==> config.mk <==
export PLATFORM = sky130hd
export DESIGN_NAME = sgb_front
export DESIGN_NICKNAME = d
export VERILOG_FILES = /design/src/design/sgb_pkg.sv /design/src/design/sgb_front.sv
export SDC_FILE = /design/constraint.sdc
export NUM_CORES = 1
export LEC_CHECK = 0
export BUFFER_PORTS_ARGS = -buffer_cell sky130_fd_sc_hd__buf_2
export CAP_MARGIN = 30
export CORE_ASPECT_RATIO = 1.25
export CORE_MARGIN = 4
export CORE_UTILIZATION = 30
export DETAILED_ROUTE_END_ITERATION = 10
export PLACE_DENSITY = 0.48
export SLEW_MARGIN = 20
export SYNTH_ARGS = -nofsm -noshare
export SYNTH_HDL_FRONTEND = slang
export SYNTH_SLANG_ARGS = --single-unit
==> constraint.sdc <==
create_clock -name clk -period 15.55 [get_ports clk]
set_input_delay 1.555 -clock clk [delete_from_list [all_inputs] [get_ports clk]]
set_output_delay 1.555 -clock clk [all_outputs]
set_load 0.02 [all_outputs]
==> src/design/sgb_pkg.sv <==
// Shared types and constants for the grid broadphase.
package sgb_pkg;
  localparam int GridDimDefault = 32;
  localparam int MaxObjectsDefault = 64;
  localparam logic [15:0] CellSizeReset = 16'd64;

  localparam logic [1:0] REQ_INSERT = 2'd0;
  localparam logic [1:0] REQ_QUERY  = 2'd1;
  localparam logic [1:0] REQ_CLEAR  = 2'd2;
  localparam logic [1:0] REQ_NONE   = 2'd3;

  typedef struct packed {
    logic [1:0]  req_type;
    logic [5:0]  obj_id;
    logic signed [15:0] rect_x;
    logic signed [15:0] rect_y;
    logic [14:0] rect_w;
    logic [14:0] rect_h;
  } req_t;

  typedef struct packed {
    logic [5:0] found_id;
    logic       hit;
    logic       last;
    logic       clipped;
  } res_t;

  // classified command passed from front to back
  typedef struct packed {
    logic [1:0] op;
    logic [5:0] obj_id;
    logic       in_grid;
    logic       clip;
    logic [7:0] x0;
    logic [7:0] x1;
    logic [7:0] y0;
    logic [7:0] y1;
  } cmd_t;
endpackage

==> src/design/sgb_front.sv <==
// Front end: floor division of coordinates into clipped cell spans.
module sgb_front import sgb_pkg::*; #(
  parameter int GridDim = GridDimDefault
) (
  input  logic        clk,
  input  logic        rst,
  input  logic [15:0] cell_size,
  input  logic        in_valid,
  output logic        in_ready,
  input  req_t        in_data,
  output logic        cmd_valid,
  input  logic        cmd_ready,
  output cmd_t        cmd
);
  // four restoring dividers run in parallel, one quotient bit per cycle
  localparam logic [1:0] S_IDLE = 2'd0, S_DIV = 2'd1, S_OUT = 2'd2;
  logic [1:0]  state;
  logic [4:0]  cnt;
  req_t        r;
  logic [15:0] d;
  logic [16:0] num [4];
  logic [16:0] rem [4];
  logic [16:0] quo [4];
  logic        neg [4];
  logic signed [17:0] av [4];

  always_comb begin
    av[0] = 18'(r.rect_x);
    av[1] = 18'(r.rect_x) + 18'($signed({1'b0, r.rect_w}));
    av[2] = 18'(r.rect_y);
    av[3] = 18'(r.rect_y) + 18'($signed({1'b0, r.rect_h}));
  end

  function automatic logic signed [18:0] fq(logic [16:0] q, logic [16:0] rm, logic n);
    logic signed [18:0] v;
    v = {2'b00, q};
    if (n) begin
      v = -v;
      if (rm != '0) v = v - 19'sd1;
    end
    return v;
  endfunction

  logic signed [18:0] lo_x, hi_x, lo_y, hi_y;
  logic clip_c, in_c;
  always_comb begin
    lo_x = fq(quo[0], rem[0], neg[0]);
    hi_x = fq(quo[1], rem[1], neg[1]);
    lo_y = fq(quo[2], rem[2], neg[2]);
    hi_y = fq(quo[3], rem[3], neg[3]);
    clip_c = lo_x < 0 || lo_y < 0 || hi_x > 19'(GridDim - 1) ||
             hi_y > 19'(GridDim - 1);
    if (lo_x < 0) lo_x = '0;
    if (lo_y < 0) lo_y = '0;
    if (hi_x > 19'(GridDim - 1)) hi_x = 19'(GridDim - 1);
    if (hi_y > 19'(GridDim - 1)) hi_y = 19'(GridDim - 1);
    in_c = lo_x <= hi_x && lo_y <= hi_y;
  end

  assign in_ready = state == S_IDLE;
  assign cmd_valid = state == S_OUT;

  always_ff @(posedge clk) begin
    if (rst) begin
      state <= S_IDLE;
    end else begin
      case (state)
        S_IDLE: if (in_valid) begin
          r <= in_data;
          d <= (cell_size == '0) ? 16'd1 : cell_size;
          state <= (in_data.req_type == REQ_INSERT || in_data.req_type == REQ_QUERY)
                   ? S_DIV : S_OUT;
          cnt <= 5'd0;
          for (int i = 0; i < 4; i++) begin
            rem[i] <= '0;
            quo[i] <= '0;
          end
        end
        S_DIV: begin
          for (int i = 0; i < 4; i++) begin
            logic [16:0] nv, tr;
            nv = (cnt == 5'd0) ? (av[i] < 0 ? 17'(-av[i]) : 17'(av[i])) : num[i];
            tr = {rem[i][15:0], nv[16]};
            if (cnt == 5'd0) neg[i] <= av[i] < 0;
            if (tr >= {1'b0, d}) begin
              rem[i] <= tr - {1'b0, d};
              quo[i] <= {quo[i][15:0], 1'b1};
            end else begin
              rem[i] <= tr;
              quo[i] <= {quo[i][15:0], 1'b0};
            end
            num[i] <= {nv[15:0], 1'b0};
          end
          cnt <= cnt + 5'd1;
          if (cnt == 5'd16) state <= S_OUT;
        end
        S_OUT: if (cmd_ready) state <= S_IDLE;
        default: state <= S_IDLE;
      endcase
    end
  end

  always_comb begin
    cmd.op = r.req_type;
    cmd.obj_id = r.obj_id;
    cmd.in_grid = in_c;
    cmd.clip = (r.req_type == REQ_INSERT || r.req_type == REQ_QUERY) ? clip_c : 1'b0;
    cmd.x0 = 8'(lo_x);
    cmd.x1 = 8'(hi_x);
    cmd.y0 = 8'(lo_y);
    cmd.y1 = 8'(hi_y);
  end
endmodule

# ---- After elaboration in Yosys (flattened, before gate mapping)
# Memories as Yosys holds them, arrays and structs flattened.
# Cells that the tools add are included.
dict set report totals {
  out_inout_bits 44
  regBits 93
  mem_count 4
  ram_bits 204
  word_cells 177
}
dict set report classes {
  addsub 19
  n_eq_ne 8
  n_lt_le_gt_ge 14
  n_reduce_logical 19
  n_bitwise 17
  n_mux 87
}
# name words width rd rd_clocked_by_memory_dff wr line
set mem_list {}
lappend mem_list {quo 4 17 4 0 4 sgb_front.sv:23} ;# logic [16:0] quo [4];
lappend mem_list {rem 4 17 4 0 4 sgb_front.sv:22} ;# logic [16:0] rem [4];
lappend mem_list {num 4 16 4 0 4 sgb_front.sv:21} ;# logic [16:0] num [4];
lappend mem_list {neg 4 1 4 0 4 sgb_front.sv:24} ;# logic neg [4];
# op n
set ops {}
lappend ops {{2-to-1 mux 17 bit} 24}
lappend ops {{2-to-1 mux 19 bit} 12}
lappend ops {{negator 17 -> 19 bit} 4}
lappend ops {{subtractor 19 x 2 -> 19 bit, second input constant} 4}
lappend ops {{greater-or-equal comparator 17 x 16 -> 1 bit} 4}
lappend ops {{nonzero test 17 bit} 4}
lappend ops {{subtractor 17 x 16 -> 17 bit} 4}
lappend ops {{2-to-1 mux 1 bit} 44}
lappend ops {{greater-than comparator 19 x 6 -> 1 bit, second input constant} 2}
lappend ops {{<= comparator 19 bit} 2}
lappend ops {{less-than comparator 19 x 1 -> 1 bit, second input constant} 2}
lappend ops {{adder 16 x 16 -> 17 bit} 2}
lappend ops {{less-than comparator 17 x 1 -> 1 bit, second input constant} 2}
lappend ops {{negator 16 -> 17 bit} 2}
lappend ops {{negator 17 bit} 2}
lappend ops {{less-than comparator 16 x 1 -> 1 bit, second input constant} 2}
lappend ops {{logical NOT 16 bit} 1}
lappend ops {{OR 1 bit} 16}
lappend ops {{one-hot mux 5 bit (2 select lines)} 1}
lappend ops {{AND reduction 3 bit} 3}
lappend ops {{2-to-1 mux 2 bit} 4}
lappend ops {{== test 2 x 1 -> 1 bit, second input constant} 3}
lappend ops {{logical NOT 2 bit} 3}
lappend ops {{one-hot mux 2 bit (3 select lines)} 1}
lappend ops {{other kinds (11)} 16}

# ---- Logic depth before layout (Yosys ltp)
dict set report logic_depth {
  depth_word 11
  ltp_mapped 27
  mapped_depth_nobuf 23
}

# ---- Worst setup path after synthesis
# Ideal clock, no wire load.
dict set report synth_timing {
  path_type {in2reg}
  startpoint {in in_valid}
  endpoint {mem quo[0][0], enable pin}
  slack_ns 6.037
  n_path_buf 0
  t_arrival_ns 8.809
  t_required_ns 14.846
  path_stages 2
  path_cell_list {nand2_1 > o21ai_0}
}
# item line
set synth_lines {}
lappend synth_lines {{from (decl)} sgb_front.sv:8} ;# input logic in_valid,
lappend synth_lines {{to (decl)} sgb_front.sv:23}

==> flow_metrics.py <==
metrics = {
    "cts": {
        "path_clk_slew_ps": 60,
        "cts_made_buffers": 36,
        "cts_hold_buf": 0,
        "post_cts_resized": 0,
        "postCtsSetupRepairBufs": 0,
        "cts_sinks": 297,
        "htree_levels": 2,
        "clk_latency_ps": 540,
        "cts_buffer_depth": 3,
        "cts_tree": "built",
        "clockRootBuffer": "clkbuf_16",
    },
    "yosys": {
        "postSynthAreaPerCell_um2": 9.51,
        "syn_inst": 2206,
        "syn-num-nets": 2442,
        "syn_area_mm2": 0.0210,
        "ys_seq_area_share_pct": 42.4,
        "async_reset_ff_share_pct": 0,
        "yosys_most_used_dff": "edfxtp_1",
        "yosys_register_bits": 297,
        "synthDistinctLibCells": 88,
        "ys.warnings.count": 0,
        "synth_edf_count": 295,
    },
    "setup_path": {
        "cpMaxStageDelayCell": "o41ai_4",
        "crit_start": "quo[1][0]$_SDFFCE_PN0P_",
        "cp-end-kind": "output pin",
        "cp-start-kind": "register",
        "cp.arrival_ps": 7230,
        "crit_path_max_fanout": 14,
        "critical_path.cell_chain": "inv_1, ha_1, nor4b_4, nand2_1, o211ai_1, nand2_1, o31a_1, o31ai_2, xnor2_1, or4_4, o41ai_4, and2_1, ha_1, a21o_1, a21o_1, a21oi_1, a21oi_1, a211oi_1, o21ai_0, a21oi_1, o21ai_0, o21ai_0, nor4b_1, buf_2",
        "criticalPathCategory": "register to output pin",
        "rr_startpoint": "cnt[0]$_SDFFCE_PN0P_",
        "cp.required_ps": 14000,
        "max_stage_delay_ps": 720,
    },
    "floorplan": {
        "rows": 108,
        "ios": 134,
        "start_util_pct": 30.3,
        "core_area_mm2": 0.0693,
        "die_area_mm2": 0.0742,
        "die_x_um": 244,
        "die_height_um": 304,
    },
    "drt": {
        "vias": 16500,
        "via_per_inst": 5.09,
        "drc": 0,
        "antenna_left": 0,
        "wl_um": 55000,
        "drtIter0Drc": 832,
        "wire_per_inst_um": 16.9,
        "first_pass_iters": 5,
    },
    "job": {
        "drv_cap": 0,
    },
    "power": {
        "power_density_mw_per_mm2": 95.6,
        "total_leakage_power_nw": 9.30,
        "p_comb_share_pct": 19.1,
        "switching_share_pct": 28.5,
        "switching_power_mw": 0.649,
        "p_int_mw": 1.63,
        "clkPwrFrac_pct": 37.6,
        "ir_worst_vdd_v": 0.0000831,
        "seqPwrFrac_pct": 43.3,
    },
    "placement": {
        "dp_hpwl_um": 41300,
        "pre_cts_slack_ps": 7040,
        "io_buffer_count": 133,
        "routabilityCongestion": 0.836,
        "dpl_cell_area_mm2": 0.0226,
    },
    "cells_and_area": {
        "antennaDiodeCount": 0,
        "nFillCells": 7116,
        "nets": 2524,
        "fin_area_mm2": 0.0238,
        "drive_gt1_share_pct": 10.7,
        "utilization_pct": 34.3,
        "syn_to_final_growth_pct": 13.4,
    },
    "global_routing": {
        "grt_antenna_before_repair": 0,
        "track_usage_pct": 14.4,
        "grt_pass1_wl_um": 88200,
        "grt_pass1_vias": 16700,
        "grt.met1_usage_pct": 17.4,
        "grt_overflow": 0,
        "top_usage_layer": "met2",
        "grt_max_degree": 74,
        "use_met2_pct": 26.4,
        "grtUsageMet3_pct": 2.09,
    },
    "timing": {
        "fmax_mhz": 114,
        "rsz0062_at_grt": "no",
        "layout_min_cycle_time_ps": 8790,
        "clock_skew_ps": 21.9,
        "setup_viol": 0,
        "setup_tns_ps": 0,
        "fin_crit_sh_pct": 56.5,
        "fin_ws_ps": 6760,
        "relSlewSlack_pct": 38.0,
        "slew_viol_final": 0,
        "hold_viol_final": 0,
        "tightest_slew_ps": 927,
    },
    "worst_hold_path": {
        "hold_class": "register to register",
        "hp-start": "num[3][13]$_DFFE_PP_",
    },
    "outcome": {
        "status": "finished, final reports clean",
    },
}
-- area by class of cell --
| cell class | instances | area (um2) | share of cell area (%) |
|---|---|---|---|
| Clock inverter | 26 | 292 | 1.23 |
| Tap cell | 935 | 1170 | 4.92 |
| Timing Repair Buffer | 150 | 841 | 3.53 |
| Inverter | 90 | 340 | 1.43 |
| Multi-Input combinational cell | 1713 | 11300 | 47.7 |
| Sequential cell | 297 | 8900 | 37.4 |
| Clock buffer | 37 | 905 | 3.80 |
-- cells in the final DEF, fill, tap and decap left out, types with 7 or more instances in the layout --
cell       netlist  routed
o21ai_0        149     146
o21a_1          19      19
and3_1           7       7
edfxtp_1       295     295
a31oi_1         24      24
and2_1          64      64
inv_1           88      87
a211oi_1        22      22
buf_4           10      14
a21oi_1        112     112
clkinv_1         2       9
mux2i_1         42      42
a21o_1          45      45
o31ai_1         31      31
ha_1           140     140
nor2_1         200     199
clkbuf_16        0      36
nand2b_1        30      30
nand3_1         52      52
o211ai_1        10      10
xnor2_1         89      89
o22ai_1          8       8
nand2_1        222     222
o41ai_1         11      10
or4_1           17      17
or3_1           40      40
or2_2           14      12
nor4_1          41      41
nand3b_1         8       8
nor2b_1         39      39
and4_1           7       7
buf_2            4     133
nor3_1          53      53
xor2_1          76      76
nand4_1         27      27
-- registers in the layout, indices dropped and copies added, names as in the netlist --
| register | flops |
|---|---|
| num | 64 |
| cmd | 8 |
| quo | 68 |
| r | 30 |
| rem | 68 |
| neg | 4 |
| av | 32 |
| state | 2 |
| d | 16 |
| cnt | 5 |
-- synthesized netlist by cell type, drive strengths merged, types with 8 or more instances --
cell type | n | share of area, %
nor4 | 43 | 1.4
nor3 | 54 | 1.3
a21oi | 112 | 2.7
ha | 140 | 8.4
or2 | 17 | 0.52
o21a | 19 | 0.68
xnor2 | 89 | 3.7
nand2b | 30 | 0.89
or3 | 40 | 1.2
or4 | 20 | 0.77
clkbuf | 85 | 1.5
o31ai | 32 | 1.2
a31oi | 24 | 0.72
a21o | 45 | 1.6
edfxtp | 295 | 42
and2 | 65 | 1.9
buf | 21 | 0.61
o41ai | 12 | 0.54
a211oi | 22 | 0.79
nor2 | 200 | 3.6
nand3 | 52 | 1.2
nand4 | 27 | 0.81
nor2b | 39 | 1.2
mux2i | 42 | 2.0
o211ai | 10 | 0.36
o22ai | 8 | 0.24
nand3b | 8 | 0.29
xor2 | 76 | 3.2
nand2 | 222 | 4.0
o21ai | 151 | 3.6
inv | 88 | 1.6
-- kinds of logic after synthesis --
| logic type | Yosys count | synth area share [%] |
|---|---|---|
| DFF | 297 | 42.4 |
| and+or+nand+nor | 856 | 20.7 |
| buffers and inverters | 196 | 3.75 |
| xor gates and xnor gates | 165 | 6.89 |
| adders and majority gates | 146 | 8.92 |
| muxes | 45 | 2.17 |
| AOI/OAI and AO/OA | 501 | 15.2 |
-- power by group through the flow --
| stage | sequential (mW) | clock (mW) | combinational [mW] |
|---|---|---|---|
| after floorplan | 0.987 | 0 | 0.339 |
| after global placement | 1.00 | 0 | 0.426 |
| after detailed placement | 1.00 | 0 | 0.436 |
| after CTS | 0.985 | 0.892 | 0.439 |
| after global routing | 0.991 | 0.921 | 0.492 |
| final | 0.985 | 0.856 | 0.435 |
-- stage by stage --
stage	instances	power (mW)	hold WS (ps)
after floorplan	2206	1.33	424
after global placement	3182	1.43	501
after detailed placement	3185	1.44	510
after CTS	3248	2.32	525
after global routing	3248	2.40	551
final	3248	2.28	525
-- routing by layer --
layer | share of wire (%) | wire (um)
met4 | 3.0 | 1630
met1 | 42 | 23300
met3 | 3.9 | 2120
met2 | 51 | 27900
met5 | 0 | 0
-- worst max-delay path: cells and delay by family, from the launching register on --
| kind | cells | cell delay (ps) |
|---|---|---|
| xor+xnor | 1 | 130 |
| fa+ha+maj | 2 | 540 |
| flops | 1 | 530 |
| compound gates | 13 | 3090 |
| simple gates | 6 | 2020 |
| buf+inv | 2 | 390 |
-- path summary, 6_finish.rpt --
| path | end | slack, ps | depth (start not counted) |
|---|---|---|---|
| max | cmd[33] | 6760 | 24 |
| min reg2reg | num[3][14]$_DFFE_PP_ | 530 | 2 |
| min | num[3][14]$_DFFE_PP_ | 530 | 2 |
| max reg2reg | rem[1][16]$_SDFFCE_PN0P_ | 11140 | 17 |
Power figures use the tool's default switching activity.
