### src/design/sgb_pkg.sv
// Shared types and constants for the grid broadphase.
package sgb_pkg;
  localparam int GridDimDefault = 32;
  localparam int MaxObjectsDefault = 64;
  localparam logic [15:0] CellSizeReset = 16'd64;

  localparam logic [1:0] REQ_INSERT = 2'd0;
  localparam logic [1:0] REQ_QUERY  = 2'd1;
  localparam logic [1:0] REQ_CLEAR  = 2'd2;
  localparam logic [1:0] REQ_NONE   = 2'd3;

  typedef struct packed {
    logic [1:0]  req_type;
    logic [5:0]  obj_id;
    logic signed [15:0] rect_x;
    logic signed [15:0] rect_y;
    logic [14:0] rect_w;
    logic [14:0] rect_h;
  } req_t;

  typedef struct packed {
    logic [5:0] found_id;
    logic       hit;
    logic       last;
    logic       clipped;
  } res_t;

  // classified command passed from front to back
  typedef struct packed {
    logic [1:0] op;
    logic [5:0] obj_id;
    logic       in_grid;
    logic       clip;
    logic [7:0] x0;
    logic [7:0] x1;
    logic [7:0] y0;
    logic [7:0] y1;
  } cmd_t;
endpackage

### src/design/sgb_queue.sv
// Two-entry command queue between front and back.
module sgb_queue import sgb_pkg::*; (
  input  logic clk,
  input  logic rst,
  input  logic in_valid,
  output logic in_ready,
  input  cmd_t in_data,
  output logic out_valid,
  input  logic out_ready,
  output cmd_t out_data
);
  cmd_t       q [2];
  logic       wp, rp;
  logic [1:0] count;
  assign in_ready = count != 2'd2;
  assign out_valid = count != 2'd0;
  assign out_data = q[rp];
  always_ff @(posedge clk) begin
    if (rst) begin
      wp <= 1'b0;
      rp <= 1'b0;
      count <= '0;
    end else begin
      if (in_valid && in_ready) begin
        q[wp] <= in_data;
        wp <= ~wp;
      end
      if (out_valid && out_ready) rp <= ~rp;
      count <= count + 2'(in_valid && in_ready) - 2'(out_valid && out_ready);
    end
  end
endmodule

### config.mk
export PLATFORM = sky130hd
export DESIGN_NAME = sgb_queue
export DESIGN_NICKNAME = d
export VERILOG_FILES = /design/src/design/sgb_pkg.sv /design/src/design/sgb_queue.sv
export SDC_FILE = /design/constraint.sdc
export NUM_CORES = 1
export LEC_CHECK = 0
export BUFFER_PORTS_ARGS = -buffer_cell sky130_fd_sc_hd__buf_4
export CORE_MARGIN = 2
export CORE_UTILIZATION = 52
export CTS_CLUSTER_SIZE = 25
export DETAILED_ROUTE_END_ITERATION = 7
export PLACE_DENSITY = 0.89
export RECOVER_POWER = 100
export SLEW_MARGIN = 20
export SYNTH_ARGS = -nofsm -noshare
export SYNTH_HDL_FRONTEND = slang
export SYNTH_SLANG_ARGS = --single-unit
export TNS_END_PERCENT = 100
### constraint.sdc
create_clock -name clk -period 5.5 [get_ports clk]
set_input_delay 1.1 -clock clk [delete_from_list [all_inputs] [get_ports clk]]
set_output_delay 1.1 -clock clk [all_outputs]
set_load 0.02 [all_outputs]
---- Yosys cells after proc, flatten, opt, wreduce, memory -nomap -nowiden ----
Memories as Yosys holds them, arrays and structs flattened. A register that Yosys moved wholly into a read port is not among the register bits.
Index checks and enable logic that the tools add are counted.
operators by class
  bitwise gates (word level) .............. 2
  shifts and indexed selects .............. 0
  muxes and demuxes ....................... 5
  add/sub/neg operators ................... 2
  equality and inequality tests ........... 1
  multiply operators ...................... 0
  div/mod/pow operators ................... 0
  reductions and logical operators ........ 3
  $lt $le $gt $ge ......................... 0
operators with widths
  cell                                  number
  2-to-1 mux 1 bit                      5
  adder 2 x 1 -> 2 bit                  1
  logical AND 1 bit                     2
  != test 2 bit, second input constant  1
  NOT 1 bit                             2
  nonzero test 2 bit                    1
  subtractor 2 x 1 -> 2 bit             1
word-level totals
  bits in writable memories ............... 84
  bits in registers ....................... 4
  bits in read-only memories .............. 0
  output and inout bits ................... 44
  input bits .............................. 46
  memories ................................ 1
  latch bits .............................. 0
memories
  name  depth  width  rd ports  clocked after memory_dff  wr ports  line             RTL
  q     2      42     1         1                         1         sgb_queue.sv:12  cmd_t q [2];

---- Depth between registers and ports, before layout ----
Gate-level depths: netlist of run 1.
  depth after elaboration ................. 5
  mapped depth ............................ 8
  gate-level depth less buffers ........... 8

---- Least setup slack after synthesis of run 1 ----
No wires, ideal clock.
  path type ............................... input-to-reg
  start ................................... input in_valid
  end ..................................... memory q[1][0] (netlist name), enable pin
  library setup time ...................... 503 ps
  slack ................................... 719 ps
  arrival ................................. 4278 ps
  buffers on the path ..................... 0
  stages .................................. 2
  path through ............................ nand2_2 > nor3b_1
on the way
  word-level cells in the longest chain between the ends .. 4
ends and longest elaborated chain
  element                                 line             RTL
  start, declared                         sgb_queue.sv:5   input logic in_valid,
  logical AND 1 bit                       sgb_queue.sv:24  if (in_valid && in_ready) begin
  2-to-1 mux 1 bit                        sgb_queue.sv:24
  2-to-1 mux 1 bit                        sgb_queue.sv:19  if (rst) begin
  2-to-1 mux 1 bit (not written as such)  sgb_queue.sv:25  q[wp] <= in_data;
  end, declared                           sgb_queue.sv:12
No other way between the ends.

==> results of run 1 <==
## per-stage QoR
step | cell area (sq um) | setup slack [ns] | std cells | total power, W
after floorplan | 3480 | 0.719 | 155 | 0.00125
after global placement | 4200 | 2.60 | 321 | 0.00139
after detailed placement | 4200 | 2.58 | 321 | 0.00140
after CTS | 4380 | 2.19 | 336 | 0.00181
after global routing | 4120 | 1.93 | 336 | 0.00176
final | 4120 | 2.12 | 336 | 0.00169
## Yosys cell counts (all sizes together)
cell    number
buf          5
dfxtp        5
edfxtp      84
ha           2
inv          1
mux2        43
nand2        1
nand2b       1
nor2         4
nor2b        2
nor3         1
nor3b        1
o21a         1
or2          1
xnor2        2
xor2         1
## final timing paths
path,start,to,cells after the start
max,flip-flop,out_data[0],3
min,rp$_SDFFE_PP0P_,rp$_SDFFE_PP0P_,2
max reg2reg,count[0]$_SDFF_PP0_,q[1][41]$_DFFE_PP_,4
min reg2reg,rp$_SDFFE_PP0P_,rp$_SDFFE_PP0P_,2
## power breakdown
group          leakage (nW)  internal [W]  switching (W)
Combinational         0.592      0.000199       0.000240
Clock                0.0929      0.000206       0.000200
Sequential            0.811      0.000809      0.0000376
## kinds of logic (layout without fill, tap and decap cells)
group,after synthesis,after routing,synth area share (%)
xor+xnor,3,3,0.756
buf+inv,6,110,2.73
flops,89,89,75.4
fa+ha+maj,2,2,0.720
compound gates,1,1,0.252
simple gates,11,11,1.76
mux,43,43,18.4
## per-layer routing
| layer | GRT usage (%) | up-vias |
|---|---|---|
| li1 | - | 797 |
| met1 | 16.8 | 813 |
| met2 | 30.2 | 56 |
| met3 | 3.08 | 11 |
| met4 | 10.1 | 0 |
| met5 | 0 | - |
## sequential cells by signal, summed over array words and instances (netlist names), named ones only
register,cells
rp,1
q,84
count,2
wp,1
## worst max-delay path, delay by kind of cell, from the launching register on
family	cells	cell delay [ns]
flip-flops	1	0.94
buffers and inverters	2	0.62
multiplexers	1	0.37
## cell type report
| type | instances | area (sq um) | share of cell area, % |
|---|---|---|---|
| Clock inverter | 4 | 45.0 | 1.09 |
| Inverter | 1 | 3.75 | 0.0911 |
| Sequential cell | 89 | 2620 | 63.6 |
| Tap cell | 77 | 96.3 | 2.34 |
| Timing Repair Buffer | 94 | 608 | 14.8 |
| Clock buffer | 11 | 131 | 3.19 |
| Multi-Input combinational cell | 60 | 614 | 14.9 |
==> run summary, run 1 <==
Die Ht: 85.8 microns
Crit. End Element: primary output
Sequential fraction of the synthesis area: 75.4%
Final min period: 3.38 ns
Core Util, Final: 64.2%
Root Driver: clkbuf_8
Gp weighted congestion: 0.652
Final Hold Viols: 0
Worst path arrival time: 2.28 ns
Yosys top cell by area: edfxtp_1
Worst path slowest cell: dfxtp_1
# diodes: 0
Crit path required time: 4.40 ns
Setup violations, final: 0
Overflow after GRT: 0
Routed length on met3: 266 microns
CTS tree: yes
PD cells: 410 nW/um^2
Worst-path maximum fanout: 22
First-pass GRT wire length: 8690 microns
Die area: 7360 sq um
Worst hold path type: reg -> reg
Syn Inst Count: 155
Commonest non-fill, non-tap cells in the layout: edfxtp_1 (84), buf_4 (42), mux2_1 (40)
Average wire per standard cell: 17.2 microns
Final TNS setup: 0 ns
Syn Area/Cell: 22.4 sq um
Clock skew: 0.00486 ns
Vias in the first global route: 1773
Net Count, Synth: 203
Vias/cell: 4.99
Routed WL: 5780 microns
Drc violations: 6
Std cell rows: 29
Main area contributors after synthesis: edfxtp_1 (73%), mux2_4 (18%), dfxtp_1 (2.9%), buf_12 (2.3%), ha_1 (0.72%)
Max stage delay on crit path: 0.94 ns
Clock transition at path regs: 0.08 ns
Min Hold Slack: 0.525 ns
Max layer used: met4
RSZ-0062 raised after global routing: no
# IOs: 90
TritonRoute pass-1 iters: 8
Commonest non-fill, non-tap cell in the layout: edfxtp_1
Clk sinks: 89
Mapped Area: 3480 sq um
Largest net degree at the start of global routing: 25
Routed Antenna Nets: 0
Distinct cells, synth: 18
Static Leak: 1.50 nW
# nets final: 303
DR vias: 1677
FILL cells: 504
Layout cells sized above 1: 33.2%
Final period util: 61.5%
CP Cell Sequence: buf_4 > mux2_1 > clkbuf_1
Fmax: 296 MHz
Max-slew violation total from the final report: 0
Clock buffer depth: 2
Hpwl dp: 4000 microns
Die width: 85.8 microns
Cts repair resizes: 0
Minimum setup slack among reg-to-reg paths: 3.14 ns
Starting Density: 54.1%
Initial antenna violation count: 0
Gr usage total: 16.3%
CP Class: reg -> out
Tightest Pin Transition: 1.38 ns
Initial DRC Count: 82
Peak VDD IR: 0.000221 V
Port bufs: 89
Outcome: finished, violations left
Core area: 6420 sq um
Yosys top cell area share: 72.5%
YS warnings: 0
Relative slew slack: 8.19%
TritonCTS Buffers: 9
Worst-skew pair later-pin latency: 0.34 ns
Wl on met1: 2170 microns
Failing checks: design-rule violations
Area grow syn2layout: 18.5%
Hold buffer count at cts: 0
#FFs+latches synth: 89
DR WL met2: 3220 microns
Buffer count from post-CTS setup fixing: 0
Max Cap Viol: 0
CP startpoint kind: flip-flop
H-Tree Depth: 3
No activity file was read; power rests on OpenSTA's default activity.
==> inputs of run 2 (changes only) <==
Settings changed: ABC_AREA set to 1, CORE_UTILIZATION 52 to 47, PLACE_DENSITY 0.89 to 0.85.
Clock period 5.5 ns to 3.1 ns, I/O delays scaled along.
==> run 2 against run 1 <==
Compared with the run above:
- the flow finishes with violations (max-capacitance violations, max-slew violations)
- non-clock buffer count down 1
- via count up 4.9%
- count of clock-buffer cells in the layout down 1
- largest cell class unchanged
==> run summary, run 2 <==
Outcome: finished, violations left
Failing checks: max-capacitance violations, max-slew violations
Post-Synth Simple-Gate Area: 2.37%
Power share of the combinational group: 25.6%
Area grow syn2layout: 21.3%
# nets final: 316
Synth Area in Compound Gates: 0.287%
Synth Area in Adders: 0.718%
Worst path slowest cell: dfxtp_2
Largest net degree at the start of global routing: 29
Yosys top cell by area: edfxtp_1
Main area contributors after synthesis: edfxtp_1 (72%), mux2_4 (17%), dfxtp_1 (2.9%), buf_12 (2.3%), nand2_1 (0.97%)
Max stage delay on crit path: 0.55 ns
Max Cap Viol: 1
Crit path required time: 2.48 ns
Synth async-reset ratio: 0%
Setup violations, final: 0
Vias/cell: 4.73
Area after DPL: 4260 sq um
RSZ-0062 raised after global routing: no
Clock share of power: 26.4%
Largest reg by FF count: q
Port bufs: 89
Gp weighted congestion: 0.714
Final min period: 2.58 ns
Commonest non-fill, non-tap cells in the layout: edfxtp_1 (84), buf_4 (44), mux2_1 (38)
Root Driver: clkbuf_8
Synth Flop Type: edfxtp_1
YS warnings: 0
Average wire per standard cell: 15.2 microns
Layout cells sized above 1: 33.7%
First-pass GRT wire length: 8820 microns
CP Class: reg -> out
Design Area, Final: 4230 sq um
Final TNS setup: 0 ns
Clock buffer depth: 2
# IOs: 90
Drc violations: 0
Worst-skew pair later-pin latency: 0.34 ns
Routed WL: 5650 microns
Post-synth EDFFs: 84
Routed Antenna Nets: 0
Final Hold Viols: 0
Clock transition at path regs: 0.08 ns
DR vias: 1759
Worst hold path type: in -> reg
Clk sinks: 89
Largest family of logic cells by synthesized area: multiplexers
CP startpoint kind: flip-flop
Largest register FFs: 84
Starting Density: 48.3%
Switch Pwr: 0.000881 W
Sw frac: 28.2%
Die Ht: 90.1 microns
CTS tree: yes
Worst path arrival time: 1.96 ns
CP Cell Sequence: clkbuf_4 > mux2_2 > clkbuf_1
Die width: 90.1 microns
Static Leak: 1.56 nW
Seq pwr share: 48.0%
Placed insts: 356
Crit. End Element: primary output
Fmax: 387 MHz
Net Count, Synth: 217
Post-synthesis mux area share: 17.9%
Syn Area/Cell: 20.6 sq um
TritonCTS Buffers: 9
Sequential fraction of the synthesis area: 75.3%
Int Power: 0.00224 W
Hpwl dp: 3880 microns
Clock skew: 0.00747 ns
Peak VDD IR: 0.000354 V
Hold buffer count at cts: 0
Xor/xnor cell area share of the yosys netlist: 0%
Buffer count from post-CTS setup fixing: 0
PD cells: 739 nW/um^2
# diodes: 0
Distinct cells, synth: 14
Vias in the first global route: 1820
Core area: 7210 sq um
Final period util: 83.3%
Syn Inst Count: 169
Most common cell in the netlist: edfxtp_1
H-Tree Depth: 3
Worst-path maximum fanout: 28
Std cell rows: 31
Commonest non-fill, non-tap cell in the layout: edfxtp_1
Initial antenna violation count: 0
Cts repair resizes: 0
Tightest Pin Transition: 1.51 ns
Layout Cells excl Fill: 372
Most instantiated cells after synthesis: edfxtp_1 (84), mux2_4 (40), nand2_1 (9), nor2_1 (9), inv_1 (8)
Overflow after GRT: 0
#FFs+latches synth: 89
Biggest regs: q (84), count (2)
Initial DRC Count: 104
Gr usage total: 14.4%
Die area: 8120 sq um
Relative slew slack: -1.09%
Yosys top cell area share: 72.4%
TritonRoute pass-1 iters: 4
Mapped Area: 3480 sq um
Max-slew violation total from the final report: 16
[run 2: critical path: cells and delay by family (launching register included)]
family | cells | cell delay [ns]
buffers and inverters | 2 | 0.67
flip-flops | 1 | 0.55
multiplexers | 1 | 0.39
[run 2: layout make-up]
class	instances	area [sq um]
clock inverter	6	82.6
inverter	8	30.0
timing repair buffer	93	636
clock buffer	10	128
tap	99	124
fill	630	2990
multi-input combinational	67	602
sequential	89	2620
[run 2: cell families (layout without fill, tap and decap cells)]
| family | Yosys count | after routing |
|---|---|---|
| compound gates | 2 | 2 |
| flops | 89 | 89 |
| fa+ha+maj | 2 | 2 |
| simple gates | 21 | 21 |
| mux | 42 | 42 |
| buf+inv | 13 | 117 |
[run 2: per-stage QoR]
step	hold slack, ns	worst slack [ns]	power (W)	util (%)
after floorplan	0.467	0.123	0.00221	-
after global placement	0.488	0.995	0.00249	59.1
after detailed placement	0.499	0.984	0.00252	59.1
after CTS	0.431	0.593	0.00334	62.0
after global routing	0.439	0.363	0.00328	58.6
final	0.455	0.518	0.00312	58.6
[run 2: path summary, 6_finish.rpt]
| kind | from | to | slack [ns] | cells after the start |
|---|---|---|---|---|
| min | rst | count[0]$_SDFF_PP0_ | 0.45 | 2 |
| max | flip-flop | out_data[0] | 0.52 | 3 |
| min reg2reg | rp$_SDFFE_PP0P_ | flip-flop | 0.53 | 2 |
| max reg2reg | count[0]$_SDFF_PP0_ | q[0][28]$_DFFE_PP_ | 0.73 | 5 |
[run 2: per-layer routing]
| layer | share of wire [%] | wire length (microns) | global-route usage (%) | vias to the layer above |
|---|---|---|---|---|
| li1 | - | - | - | 837 |
| met1 | 42 | 2400 | 17.9 | 851 |
| met2 | 50 | 2810 | 22.9 | 60 |
| met3 | 5.7 | 324 | 4.11 | 11 |
| met4 | 2.0 | 112 | 7.69 | 0 |
| met5 | 0 | 0 | 0 | - |
[run 2: power by group through the flow]
stage                     sequential [W]  clock (W)  combinational, W
after detailed placement         0.00154          0          0.000975
after global routing             0.00151   0.000902          0.000863
after CTS                        0.00151   0.000851          0.000978
after floorplan                  0.00150          0          0.000710
final                            0.00150   0.000823          0.000800
after global placement           0.00153          0          0.000958
==> inputs of run 3 (changes only) <==
Settings changed: CORE_UTILIZATION 47 to 52, PLACE_DENSITY 0.85 to 0.89.
Clock period 3.1 ns to 2.6 ns, I/O delays scaled along.
==> run 3 against run 2 <==
Compared with the run above:
- the flow finishes with violations (design-rule violations)
- final cell count is 5.9% lower
- non-clock buffer count stayed put
- highest routed layer unchanged
- flip-flop and latch count stayed put
- via count down 3.5%
- final area shrank 0.92%
- die area decreased by 9.2%
- register-to-register slack got worse by 0.21 ns
- sequential power grew 17%
- count of clock-buffer cells in the layout stayed put
- worst setup slack lost 0.046 ns
- combinational power grew 22%
==> run summary, run 3 (synthesis results as in run 2) <==
Outcome: finished, violations left
Failing checks: design-rule violations
Layout cells sized above 1: 37.4%
Final min period: 2.13 ns
PD cells: 847 nW/um^2
# diodes: 0
Fmax: 470 MHz
Clock buffer depth: 2
H-Tree Depth: 3
Die Ht: 85.9 microns
Final period util: 81.9%
Crit path required time: 2.08 ns
Overflow after GRT: 0
# IOs: 90
Biggest regs: q (84), count (2)
TritonRoute pass-1 iters: 7
Die area: 7370 sq um
Relative slew slack: 25.8%
Root Driver: clkbuf_8
Met3 usage: 4.72%
Gr usage total: 14.8%
Routed WL: 5200 microns
Crit. End Element: primary output
FF-to-FF Start: count[0]$_SDFF_PP0_
Initial DRC Count: 88
Clk sinks: 89
Worst-skew pair later-pin latency: 0.35 ns
Port bufs: 89
CTS tree: yes
Final TNS setup: 0 ns
DR vias: 1697
Initial antenna violation count: 0
M2 GR Usage: 25.5%
# nets final: 316
CP Cell Sequence: clkbuf_2 > mux2_1 > buf_4
Largest reg by FF count: q
Vias in the first global route: 1730
Hpwl dp: 3580 microns
Static Leak: 1.56 nW
Layout Cells excl Fill: 350
Max Cap Viol: 0
Setup violations, final: 0
Die width: 85.9 microns
Worst hold path type: in -> reg
Cts repair resizes: 0
Largest register FFs: 84
Largest net degree at the start of global routing: 43
Hold buffer count at cts: 0
Vias/cell: 4.85
Routed Antenna Nets: 0
Commonest non-fill, non-tap cells in the layout: edfxtp_1 (84), buf_4 (45), mux2_1 (38)
Clock transition at path regs: 0.09 ns
Met1 usage: 16.6%
Core area: 6420 sq um
Placed insts: 334
Tightest Pin Transition: 1.11 ns
Worst path arrival time: 1.61 ns
Worst-path maximum fanout: 16
Commonest non-fill, non-tap cell in the layout: edfxtp_1
Starting Density: 54.3%
Buffer count from post-CTS setup fixing: 0
CP startpoint kind: flip-flop
FILL cells: 472
Std cell rows: 29
Gp weighted congestion: 0.754
Peak VDD IR: 0.000456 V
RSZ-0062 raised after global routing: no
Final Hold Viols: 0
TritonCTS Buffers: 9
Clock skew: 0.00964 ns
Worst path slowest cell: mux2_1
Drc violations: 8
Max-slew violation total from the final report: 0
Top Usage Layer GRT: met2
First-pass GRT wire length: 8000 microns
Max stage delay on crit path: 0.39 ns
Area grow syn2layout: 20.1%
Average wire per standard cell: 14.9 microns
Worst Min Path Start: in_data[9]
CP Class: reg -> out
-- run 3: metal layers --
metal	wire length, microns	up-vias
met5	0	-
met4	98	0
met3	354	10
met2	2710	60
met1	2040	794
li1	-	833
-- run 3: cell type report --
| class | count | area, sq um | area share [%] |
|---|---|---|---|
| Clock buffer | 10 | 128 | 3.05 |
| Clock inverter | 6 | 43.8 | 1.05 |
| Inverter | 8 | 30.0 | 0.717 |
| Multi-Input combinational cell | 67 | 617 | 14.7 |
| Sequential cell | 89 | 2620 | 62.6 |
| Tap cell | 77 | 96.3 | 2.30 |
| Timing Repair Buffer | 93 | 649 | 15.5 |
-- run 3: final timing paths --
kind	end	slack, ns	depth (start not counted)
setup / recovery	out_data[24]	0.47	3
hold / removal	q[1][9]$_DFFE_PP_	0.37	1
setup reg to reg	q[1][17]$_DFFE_PP_	0.52	5
hold reg to reg	flip-flop	0.53	2
-- run 3: worst max-delay path: cells and delay by family, from the launching register on --
family / cells / cell delay (ns)
buffers and inverters: 2 / 0.54
flip-flops: 1 / 0.34
multiplexers: 1 / 0.39
-- run 3: power breakdown --
part           internal (W)  switching (W)  total [W]  leakage [nW]
clock              0.000349       0.000459   0.000807        0.0765
sequential          0.00173      0.0000386    0.00176         0.811
combinational      0.000410       0.000565   0.000975         0.671
-- run 3: per-stage QoR --
step | utilization [%] | power [W] | worst slack, ns | hold slack (ns) | area (sq um)
final | 65.2 | 0.00355 | 0.472 | 0.370 | 4190
after global routing | 65.2 | 0.00374 | 0.306 | 0.353 | 4190
after CTS | 68.2 | 0.00378 | 0.405 | 0.335 | 4380
after detailed placement | 65.5 | 0.00298 | 0.766 | 0.518 | 4210
after global placement | 65.5 | 0.00295 | 0.818 | 0.494 | 4210
after floorplan | - | 0.00264 | 0.317 | 0.467 | 3500
